--- config.mk ---
export PLATFORM = sky130hd
export DESIGN_NAME = osl_ctrl
export DESIGN_NICKNAME = d
export VERILOG_FILES = /design/src/hw/rtl/osl_pkg.sv /design/src/hw/rtl/osl_ctrl.sv
export SDC_FILE = /design/constraint.sdc
export NUM_CORES = 1
export LEC_CHECK = 0
export ABC_AREA = 1
export BUFFER_PORTS_ARGS = -buffer_cell sky130_fd_sc_hd__buf_2
export CORE_AREA = 2 2 39 41
export DETAILED_ROUTE_END_ITERATION = 8
export DIE_AREA = 0 0 41 43
export HOLD_SLACK_MARGIN = 0.05
export PLACE_DENSITY = 0.43
export REMOVE_ABC_BUFFERS = 1
export SYNTH_ARGS = -nofsm -noshare
export SYNTH_HDL_FRONTEND = slang
export SYNTH_SLANG_ARGS = --single-unit
--- constraint.sdc ---
create_clock -name clk -period 1.2 [get_ports clk]
set_input_delay 0.24 -clock clk [delete_from_list [all_inputs] [get_ports clk]]
set_output_delay 0.24 -clock clk [all_outputs]
set_load 0.01 [all_outputs]
--- src/hw/rtl/osl_pkg.sv ---
// ---------------------------------------------------------------------------
// Ordered set package
// Operation and status codes, and the command and status records that pass
// between the controller and the datapath.
// ---------------------------------------------------------------------------
package osl_pkg;

	localparam int unsigned KEY_W = 32;
	localparam int unsigned OP_W = 2;
	localparam int unsigned ST_W = 3;
	localparam int unsigned ACT_W = 2;

	localparam logic [OP_W-1:0] OP_ADD    = 2'd0;
	localparam logic [OP_W-1:0] OP_REMOVE = 2'd1;
	localparam logic [OP_W-1:0] OP_LOWER  = 2'd2;

	localparam logic [ST_W-1:0] ST_ADDED   = 3'd0;
	localparam logic [ST_W-1:0] ST_DUPE    = 3'd1;
	localparam logic [ST_W-1:0] ST_REMOVED = 3'd2;
	localparam logic [ST_W-1:0] ST_MISS    = 3'd3;
	localparam logic [ST_W-1:0] ST_FOUND   = 3'd4;
	localparam logic [ST_W-1:0] ST_NONE    = 3'd5;
	localparam logic [ST_W-1:0] ST_FULL    = 3'd6;

	// What the store must do once the item has been looked up
	localparam logic [ACT_W-1:0] ACT_NONE   = 2'd0;
	localparam logic [ACT_W-1:0] ACT_INSERT = 2'd1;
	localparam logic [ACT_W-1:0] ACT_DELETE = 2'd2;

	typedef struct packed {
		logic load;     // capture item, open search window
		logic rd_mid;   // read the middle of the window
		logic step;     // narrow the window
		logic rd_pos;   // read the entry at the found position
		logic check;    // decide the result and the store action
		logic rd_shift; // read the neighbour of the moving slot
		logic wr_shift; // write it into the slot and move on
		logic finish;   // place the new key on insert, adjust the count
		logic emit;     // load the result register
	} osl_cmd_t;

	typedef struct packed {
		logic             lo_lt_hi;
		logic             pos_lt_cnt;
		logic [ACT_W-1:0] act;
		logic             shift_more;
		logic             out_busy;
	} osl_stat_t;

endpackage

--- src/hw/rtl/osl_ctrl.sv ---
// ---------------------------------------------------------------------------
// Ordered set controller
// Sequences search, lookup, shifting and the response for one item.
// ---------------------------------------------------------------------------
module osl_ctrl (
	input  logic               clk,
	input  logic               arst_n,
	input  logic               in_valid,
	output logic               in_ready,
	input  osl_pkg::osl_stat_t stat,
	output osl_pkg::osl_cmd_t  cmd
);

	localparam logic [2:0] S_IDLE     = 3'd0;
	localparam logic [2:0] S_SRCH_RD  = 3'd1;
	localparam logic [2:0] S_SRCH_CMP = 3'd2;
	localparam logic [2:0] S_POS_CHK  = 3'd3;
	localparam logic [2:0] S_SHF_RD   = 3'd4;
	localparam logic [2:0] S_SHF_WR   = 3'd5;
	localparam logic [2:0] S_FIN      = 3'd6;
	localparam logic [2:0] S_RESP     = 3'd7;

	logic [2:0] state_q;
	logic [2:0] state_d;

	assign in_ready = (state_q == S_IDLE);

	always_comb begin
		cmd = '0;
		state_d = state_q;
		unique case (state_q)
			S_IDLE: begin
				if (in_valid) begin
					cmd.load = 1'b1;
					state_d = S_SRCH_RD;
				end
			end
			S_SRCH_RD: begin
				if (stat.lo_lt_hi) begin
					cmd.rd_mid = 1'b1;
					state_d = S_SRCH_CMP;
				end else begin
					cmd.rd_pos = stat.pos_lt_cnt;
					state_d = S_POS_CHK;
				end
			end
			S_SRCH_CMP: begin
				cmd.step = 1'b1;
				state_d = S_SRCH_RD;
			end
			S_POS_CHK: begin
				cmd.check = 1'b1;
				if (stat.act == osl_pkg::ACT_NONE) begin
					state_d = S_RESP;
				end else begin
					state_d = S_SHF_RD;
				end
			end
			S_SHF_RD: begin
				if (stat.shift_more) begin
					cmd.rd_shift = 1'b1;
					state_d = S_SHF_WR;
				end else begin
					state_d = S_FIN;
				end
			end
			S_SHF_WR: begin
				cmd.wr_shift = 1'b1;
				state_d = S_SHF_RD;
			end
			S_FIN: begin
				cmd.finish = 1'b1;
				state_d = S_RESP;
			end
			S_RESP: begin
				if (!stat.out_busy) begin
					cmd.emit = 1'b1;
					state_d = S_IDLE;
				end
			end
			default: begin
				state_d = S_IDLE;
			end
		endcase
	end

	always_ff @(posedge clk or negedge arst_n) begin
		if (!arst_n) begin
			state_q <= S_IDLE;
		end else begin
			state_q <= state_d;
		end
	end

endmodule

# Yosys cells after proc, flatten, opt, wreduce, memory -nomap -nowiden
# Cells that the tools add are included.
classes:
  eq_ne: 9
  muxes: 20
  reduce_logical: 3
op_table:
  columns: ["operator", "n"]
  rows:
  - ["$pmux 3 s8", 1]
  - ["$mux 1", 15]
  - ["$eq 3x3->1 const B", 4]
  - ["$eq 3x2->1 const B", 2]
  - ["$mux 3", 2]
  - ["$mux 2", 2]
  - ["$ne 2x2->1 const B", 2]
  - ["$eq 3x1->1 const B", 1]
  - ["$logic_not 3->1", 1]
  - ["$logic_not 2->1", 1]
  - ["$reduce_and 2->1", 1]
totals:
  reg_bits: 3
  input_bits: 9
  output_inout_bits: 10
  word_cells: 33

# Depth between registers and ports, before layout
# Gate-level depths: netlist of the first run.
logic_depth:
  depth_word: 3
  mapped_depth: 6
  mapped_depth_nobuf: 6

# Worst setup path after synthesis of the first run
# OpenSTA, ideal clock, no wires.
synth_path:
  path_kind: "register to output"
  from: "register state_q[0]"
  to: "output port cmd[5] (netlist name)"
  arrival_ps: 847
  required_time_ps: 960
  slack_ps: 113
  stages_incl_launch_ff: 5
  path_buffers: 0
  cell_sequence: "dfrtp_1 inv_2 nor2_1 nand2_1 nor2_1"
synth_rtl:
  columns: ["element", "line", "source"]
  rows:
  - ["from (decl)", "osl_ctrl.sv:23", "logic [2:0] state_q;"]
  - ["from (signal assigned)", "osl_ctrl.sv:91", "state_q <= state_d;"]
  - ["to (decl)", "osl_ctrl.sv:11", "output osl_pkg::osl_cmd_t cmd"]

==> results.py, run 1 <==
metrics = {
    "timing": {
        "slew_viol_final": 0,
        "slew_headroom_pct": 84.11,
        "final.setup.worst_slack_ns": -0.1673,
        "hold_viol": 0,
        "max_freq_mhz": 731.4,
        "rsz0062_at_grt": "true",
        "period_needed_ns": 1.367,
        "setup_tns_ns": -1.359,
        "fin_skew_ns": 0.0007249,
        "setup_viol": 10,
        "layout_worst_path_cycle_share_pct": 113.9,
        "tightestPinTransition_ns": 0.2365,
    },
    "layout": {
        "final_cell_mix": "buf_2, nor2_1, inv_1, nand3_1, nand2_1",
        "final_common_cell": "buf_2",
        "reg_top3": "state_q (3)",
        "nNetsFinal": 77,
        "diodes": 0,
        "area_growth_pct": 77.62,
        "final_core_util_pct": 33.73,
        "drive_gt1_share_pct": 61.19,
        "fillCellCount": 155,
        "regMostFlops": "state_q",
        "largest_reg_flops": 3,
    },
    "die": {
        "dieWidth_um": 41,
        "core_area_um2": 1384,
        "io_pins": 19,
        "die_area_um2": 1763,
        "die_h_um": 43,
        "initial_core_util_pct": 18.99,
        "rows": 14,
    },
    "logic_synthesis": {
        "yosys.area.top_type": "dfrtp_1",
        "ys_seq_elements": 3,
        "netlist_instances": 40,
        "yosysSeqAreaShare_pct": 28.57,
        "yosysTopAreaCellShare_pct": 28.57,
        "syn_area_per_cell_um2": 6.569,
        "synth_area_leaders": "dfrtp_1, nor2_1, nand3_1, nand2_1, nor3_4",
        "ys_types": 17,
        "yosysWarnings": 0,
        "netlist_area_um2": 262.8,
    },
    "setup_path": {
        "cp.required_ns": 0.96,
        "crit_buf_inv": 2,
        "worstSetupPathType": "flop to output pin",
        "worst_setup_path_start_kind": "flop",
        "crit_arrival_ns": 1.13,
        "crit_path_top_delay_cell": "dfrtp_2",
        "crit_chain": "inv_2 > nand2_1 > nor2_1 > buf_2",
        "slowest_delay_ns": 0.44,
        "end_kind": "output pin",
        "cp_max_fo": 4,
        "cp_top_family": "flip-flops",
    },
    "route": {
        "via_per_inst": 4.289,
        "wl_per_cell_um": 9.566,
        "dr.pass1.iters": 4,
        "vias": 356,
        "wl_um": 794,
        "drt_first_iter_violations": 7,
        "route.detailed.drc": 0,
        "ant_nets": 0,
    },
    "clocking": {
        "clkTransAtPathRegs_ns": 0.03,
        "cts_inserted_buffers": 3,
        "cts-root-buf": "clkbuf_4",
        "cts_max_path_buffers": 2,
        "cts_sinks": 3,
        "cts_max_level": 1,
        "cts_tree": "done",
        "clk_latency_ns": 0.23,
    },
    "global_route": {
        "antenna_found_initial": 0,
        "grt_max_degree": 9,
        "grt_use_total_pct": 11.27,
        "grt-ovfl-total": 0,
        "grt_pass1_wl_mm": 1.242,
        "first_global_vias": 277,
    },
    "power_and_ir_drop": {
        "ir_drop_uv": 715.2,
        "p_per_area_nw_per_um2": 2445,
        "p_leak_nw": 0.2699,
    },
    "job": {
        "maxCapViolCount": 0,
    },
    "outcome": {
        "violations": "setup timing",
        "status": "finished with violations",
    },
    "place": {
        "port_buffers": 18,
        "finalWeightedCongestion": 0.7597,
        "hpwl_um": 610.6,
    },
    "min_path": {
        "hold_path_class": "input pin to flop",
    },
}
worst reg2reg max path, cell delays in order, from the launching register on:
cell	delay (ns)
dfrtp_2	0.45
nand2_2	0.12
clkinv_2	0.07
nand2_2	0.08
buf_6	0.10
nor2_2	0.03
nor2_2	0.12
nand4_1	0.09
per-layer routing:
| layer | track usage (%) | vias to the layer above | part of all wire (%) |
|---|---|---|---|
| met2 | 13.75 | 22 | 44 |
| met1 | 14.24 | 149 | 43 |
| li1 | - | 183 | - |
| met3 | 3.141 | 2 | 11 |
| met4 | 12.00 | 0 | 2.4 |
| met5 | 0 | - | 0 |
logic make-up after synthesis:
group           share of synthesized area [%]
compound gates                          5.237
buf+inv                                 9.998
simple gates                            56.20
flops                                   28.57
power by group:
part,internal (mW),switching [mW]
clock network,0.124,0.0506
registers,0.163,0.0890
logic,0.303,0.411
total,0.590,0.551
metrics by stage:
step / total power [mW] / setup WS, ns / std cells / cell area, um2 / hold slack (ns)
detailed placement: 0.8303 / 0.01108 / 75 / 380.4 / 0.03990
finish: 1.141 / -0.1673 / 83 / 466.7 / 0.2898
CTS: 1.095 / -0.1687 / 82 / 447.9 / 0.2830
global placement: 0.8385 / 0.02005 / 75 / 380.4 / 0.03990
global route: 1.243 / -0.2236 / 83 / 466.7 / 0.3189
floorplan: 0.6220 / 0.1128 / 40 / 262.8 / -0.05559
timing repair:
item	4_1_cts	5_1_grt
gates cloned	0	0
pin swaps	1	2
buffers inserted	2	1
hold buffers	1	0
endpoints found under the hold margin	3	0
resized for setup	7	3
endpoints found under the setup margin	10	12
cell type report:
| cell class | instances | area, um2 | area share [%] |
|---|---|---|---|
| multi-input combinational | 30 | 178.9 | 38.34 |
| timing repair buffer | 23 | 133.9 | 28.69 |
| sequential | 3 | 77.57 | 16.62 |
| inverter | 7 | 30.03 | 6.434 |
| clock buffer | 4 | 26.28 | 5.630 |
| tap | 16 | 20.02 | 4.290 |
worst paths after layout:
path,start,endpoint,slack [ns],cells past startpoint
min reg2reg,state_q[2],state_q[1],0.68,3
max reg2reg,state_q[1],state_q[1],0.02,7
max in group asynchronous,arst_n,state_q[1],0.74,2
min in group asynchronous,arst_n,state_q[0],0.34,2
max,state_q[0],cmd[6],-0.17,4
min,in_valid,state_q[0],0.29,3
Yosys cell counts:
master and count:
nand2_1 5, nand2_2 2, nand3_1 4, nand3b_1 1, dfrtp_1 3, nor3_4 1, or2_2 1, o21ai_0 1
inv_2 2, a21oi_2 1, and3_1 1, clkinv_1 1, inv_1 4, nor2_1 7, nor3_1 3, nor2_2 2
nand4_1 1
Note: power is estimated with default switching activity, not from simulation.
==> inputs of run 2 (changes only) <==
--- a/config.mk
+++ b/config.mk
@@ -5,13 +5,13 @@
 export SDC_FILE = /design/constraint.sdc
 export NUM_CORES = 1
 export LEC_CHECK = 0
-export ABC_AREA = 1
+export ABC_AREA = 0
 export BUFFER_PORTS_ARGS = -buffer_cell sky130_fd_sc_hd__buf_2
 export CORE_AREA = 2 2 39 41
 export DETAILED_ROUTE_END_ITERATION = 8
 export DIE_AREA = 0 0 41 43
 export HOLD_SLACK_MARGIN = 0.05
-export PLACE_DENSITY = 0.43
+export PLACE_DENSITY = 0.46
 export REMOVE_ABC_BUFFERS = 1
 export SYNTH_ARGS = -nofsm -noshare
 export SYNTH_HDL_FRONTEND = slang
==> constraint.sdc (replaced) <==
create_clock -name clk -period 1.2 [get_ports clk]
set_input_delay 0.06 -clock clk [delete_from_list [all_inputs] [get_ports clk]]
set_output_delay 0.06 -clock clk [all_outputs]
set_load 0.1 [all_outputs]
==> run 2 against run 1 <==
- the flow still finishes with violations (setup timing)
- synthesized cell count is 18% lower
- routed wire length grew 43%
- core utilization grew 30 points
- clock-buffer cell count is the same
- combinational power grew to 3.2 times the previous value
- non-clock buffer count rose by 17
- register-to-register slack got worse by 0.07 ns
- sequential share of layout area decreased by 7.8 points
- critical endpoint is now cmd[3]
==> results.py, run 2 <==
metrics = {
    "timing": {
        "layout_worst_path_cycle_share_pct": 112.6,
        "setup_tns_ns": -1.248,
        "slew_headroom_pct": 82.69,
        "fin_skew_ns": 0.004538,
        "rsz0062_at_grt": "true",
        "setup_viol": 10,
        "period_needed_ns": 1.352,
        "slew_viol_final": 0,
        "hold_viol": 0,
        "tightestPinTransition_ns": 0.2585,
        "max_freq_mhz": 739.9,
        "final.setup.worst_slack_ns": -0.1516,
    },
    "clocking": {
        "cts_sinks": 3,
        "cts-root-buf": "clkbuf_4",
        "clk_latency_ns": 0.24,
        "clkTransAtPathRegs_ns": 0.03,
        "cts_max_level": 1,
        "cts_inserted_buffers": 3,
        "cts_tree": "done",
        "cts_max_path_buffers": 2,
    },
    "die": {
        "dieWidth_um": 41,
        "initial_core_util_pct": 21.70,
        "rows": 14,
        "io_pins": 19,
        "core_area_um2": 1384,
        "die_h_um": 43,
        "die_area_um2": 1763,
    },
    "place": {
        "post-place-cells": 73,
        "finalWeightedCongestion": 0.6621,
        "port_buffers": 18,
        "postPlaceCellArea_um2": 601.8,
        "hpwl_um": 654.8,
    },
    "route": {
        "wl_met2_um": 678,
        "dr.pass1.iters": 4,
        "wl_met1_um": 400,
        "dr_wl_met3_um": 35,
        "ant_nets": 0,
        "via_per_inst": 4.678,
        "vias": 421,
        "drt_first_iter_violations": 6,
        "top_layer": "met4",
        "wl_per_cell_um": 12.60,
        "wl_mm": 1.134,
        "route.detailed.drc": 0,
    },
    "global_route": {
        "grt_pass1_wl_mm": 1.869,
        "grt_use_total_pct": 16.28,
        "grt-ovfl-total": 0,
        "grt_max_degree": 9,
        "first_global_vias": 417,
        "antenna_found_initial": 0,
    },
    "logic_synthesis": {
        "yosysTopAreaCellShare_pct": 25.00,
        "synth_area_leaders": "dfrtp_1, nor3b_1, buf_4, nor4b_2, o221ai_2",
        "netlist_instances": 33,
        "syn_area_per_cell_um2": 9.100,
        "ys_seq_elements": 3,
        "yosys-top-cells-count": "dfrtp_1, nor2_1, nor3b_1",
        "yosysWarnings": 0,
        "async_flop_share_pct": 100.0,
        "yosysSeqAreaShare_pct": 25.00,
        "yosys.area.top_type": "dfrtp_1",
        "ys_types": 24,
        "synthFlopType": "dfrtp_1",
        "synth-edff-count": 0,
        "netlist_area_um2": 300.3,
    },
    "setup_path": {
        "worst_setup_path_start_kind": "flop",
        "end_kind": "output pin",
        "crit_chain": "buf_8 > nor3b_2 > buf_4 > buf_12",
        "crit_arrival_ns": 1.29,
        "r2r_start": "state_q[1]",
        "slowest_delay_ns": 0.43,
        "crit_path_top_delay_cell": "dfrtp_2",
        "cp.required_ns": 1.14,
        "rr_endpoint": "state_q[0]",
        "cp_max_fo": 7,
        "reg2regPathDepth": 5,
        "r2r_slack_ns": -0.05,
        "worstSetupPathType": "flop to output pin",
    },
    "job": {
        "maxCapViolCount": 0,
    },
    "outcome": {
        "status": "finished with violations",
        "violations": "setup timing",
    },
    "power_and_ir_drop": {
        "ir_drop_uv": 1739,
        "total_power_mw": 2.719,
        "p_per_area_nw_per_um2": 3095,
        "p_leak_nw": 0.3840,
    },
    "layout": {
        "final_cell_area_um2": 878.3,
        "area_growth_pct": 192.5,
        "regMostFlops": "state_q",
        "nNetsFinal": 84,
        "fillCellCount": 120,
        "finalNonFillerCells": 90,
        "diodes": 0,
        "largest_reg_flops": 3,
        "reg_top3": "state_q (3)",
        "drive_gt1_share_pct": 87.84,
        "final_cell_mix": "buf_12, buf_6, buf_4",
        "final_core_util_pct": 63.47,
    },
    "min_path": {
        "hold_depth": 3,
        "min_to": "state_q[0]",
        "hold_path_class": "input pin to flop",
        "hold_path.startpoint": "in_valid",
    },
}
## run 2: cell count changes after synthesis, sizes merged, moves of 2 or more
cell / change
inv: -5
nor3: -2
nand2: -4
nand3: -4
nand2b: +2
nor3b: +4
nor2: -6
buf: +3
## run 2: layout make-up
cell class	count	area [um2]	share of cell area, %
repair buffers	40	452.9	51.57
well taps	16	20.02	2.279
flip-flops and latches	3	77.57	8.832
inverters	1	6.256	0.7123
clock buffers	4	26.28	2.991
multi-input cells	26	295.3	33.62
## run 2: kinds of logic (layout without fill, tap and decap cells)
kind of cell	Yosys count	count (layout)	synth area share, %
AND/OR/NAND/NOR	18	18	43.75
buffers and inverters	4	45	9.997
flip-flops	3	3	25.00
AO/OA/AOI/OAI	8	8	21.25
## run 2: report_power, final
part / leakage, nW / internal [mW] / switching (mW)
clock: 0.0150 / 0.125 / 0.0549
sequential: 0.0323 / 0.159 / 0.0770
combinational: 0.337 / 1.06 / 1.24
total: 0.384 / 1.35 / 1.37
## run 2: metrics by stage
stage	setup slack, ns	hold WS (ns)
2_1_floorplan	-1.817	-0.2356
3_3_place_gp	-0.002563	-0.1395
3_5_place_dp	0.008909	-0.1399
4_1_cts	-0.1607	0.1043
5_1_grt	-0.2075	0.1010
6_report	-0.1516	0.1015
## run 2: metal layers
metal | GRT usage [%] | up-vias
met3 | 5.236 | 2
met2 | 25.62 | 13
met5 | 0 | -
met1 | 17.74 | 202
li1 | - | 204
met4 | 10.00 | 0
## run 2: worst max-delay path: cells and delay by family (launching register included)
family,cells,cell delay (ns)
buffers and inverters,3,0.46
flip-flops,1,0.43
AND/OR/NAND/NOR,1,0.17
## run 2: timing repair
action / in CTS / in global routing
cloned: 0 / 0
hold buffers: 1 / 0
setup endpoints to repair: 10 / 12
pin swaps: 8 / 4
buffers inserted: 10 / 2
hold endpoints to repair: 3 / 0
resized for setup: 26 / 11
## run 2: worst max path at each step
| stage | start | to | slack (ns) | cells after the start |
|---|---|---|---|---|
| finish | state_q[0] | cmd[3] | -0.15 | 4 |
| global route | state_q[1] | cmd[1] | -0.21 | 5 |
| CTS | state_q[1] | cmd[3] | -0.16 | 4 |
| detailed placement | state_q[1] | cmd[3] | 0.009 | 4 |
| global placement | state_q[1] | cmd[3] | -0.003 | 4 |
| floorplan | state_q[2] | cmd[7] | -1.82 | 2 |
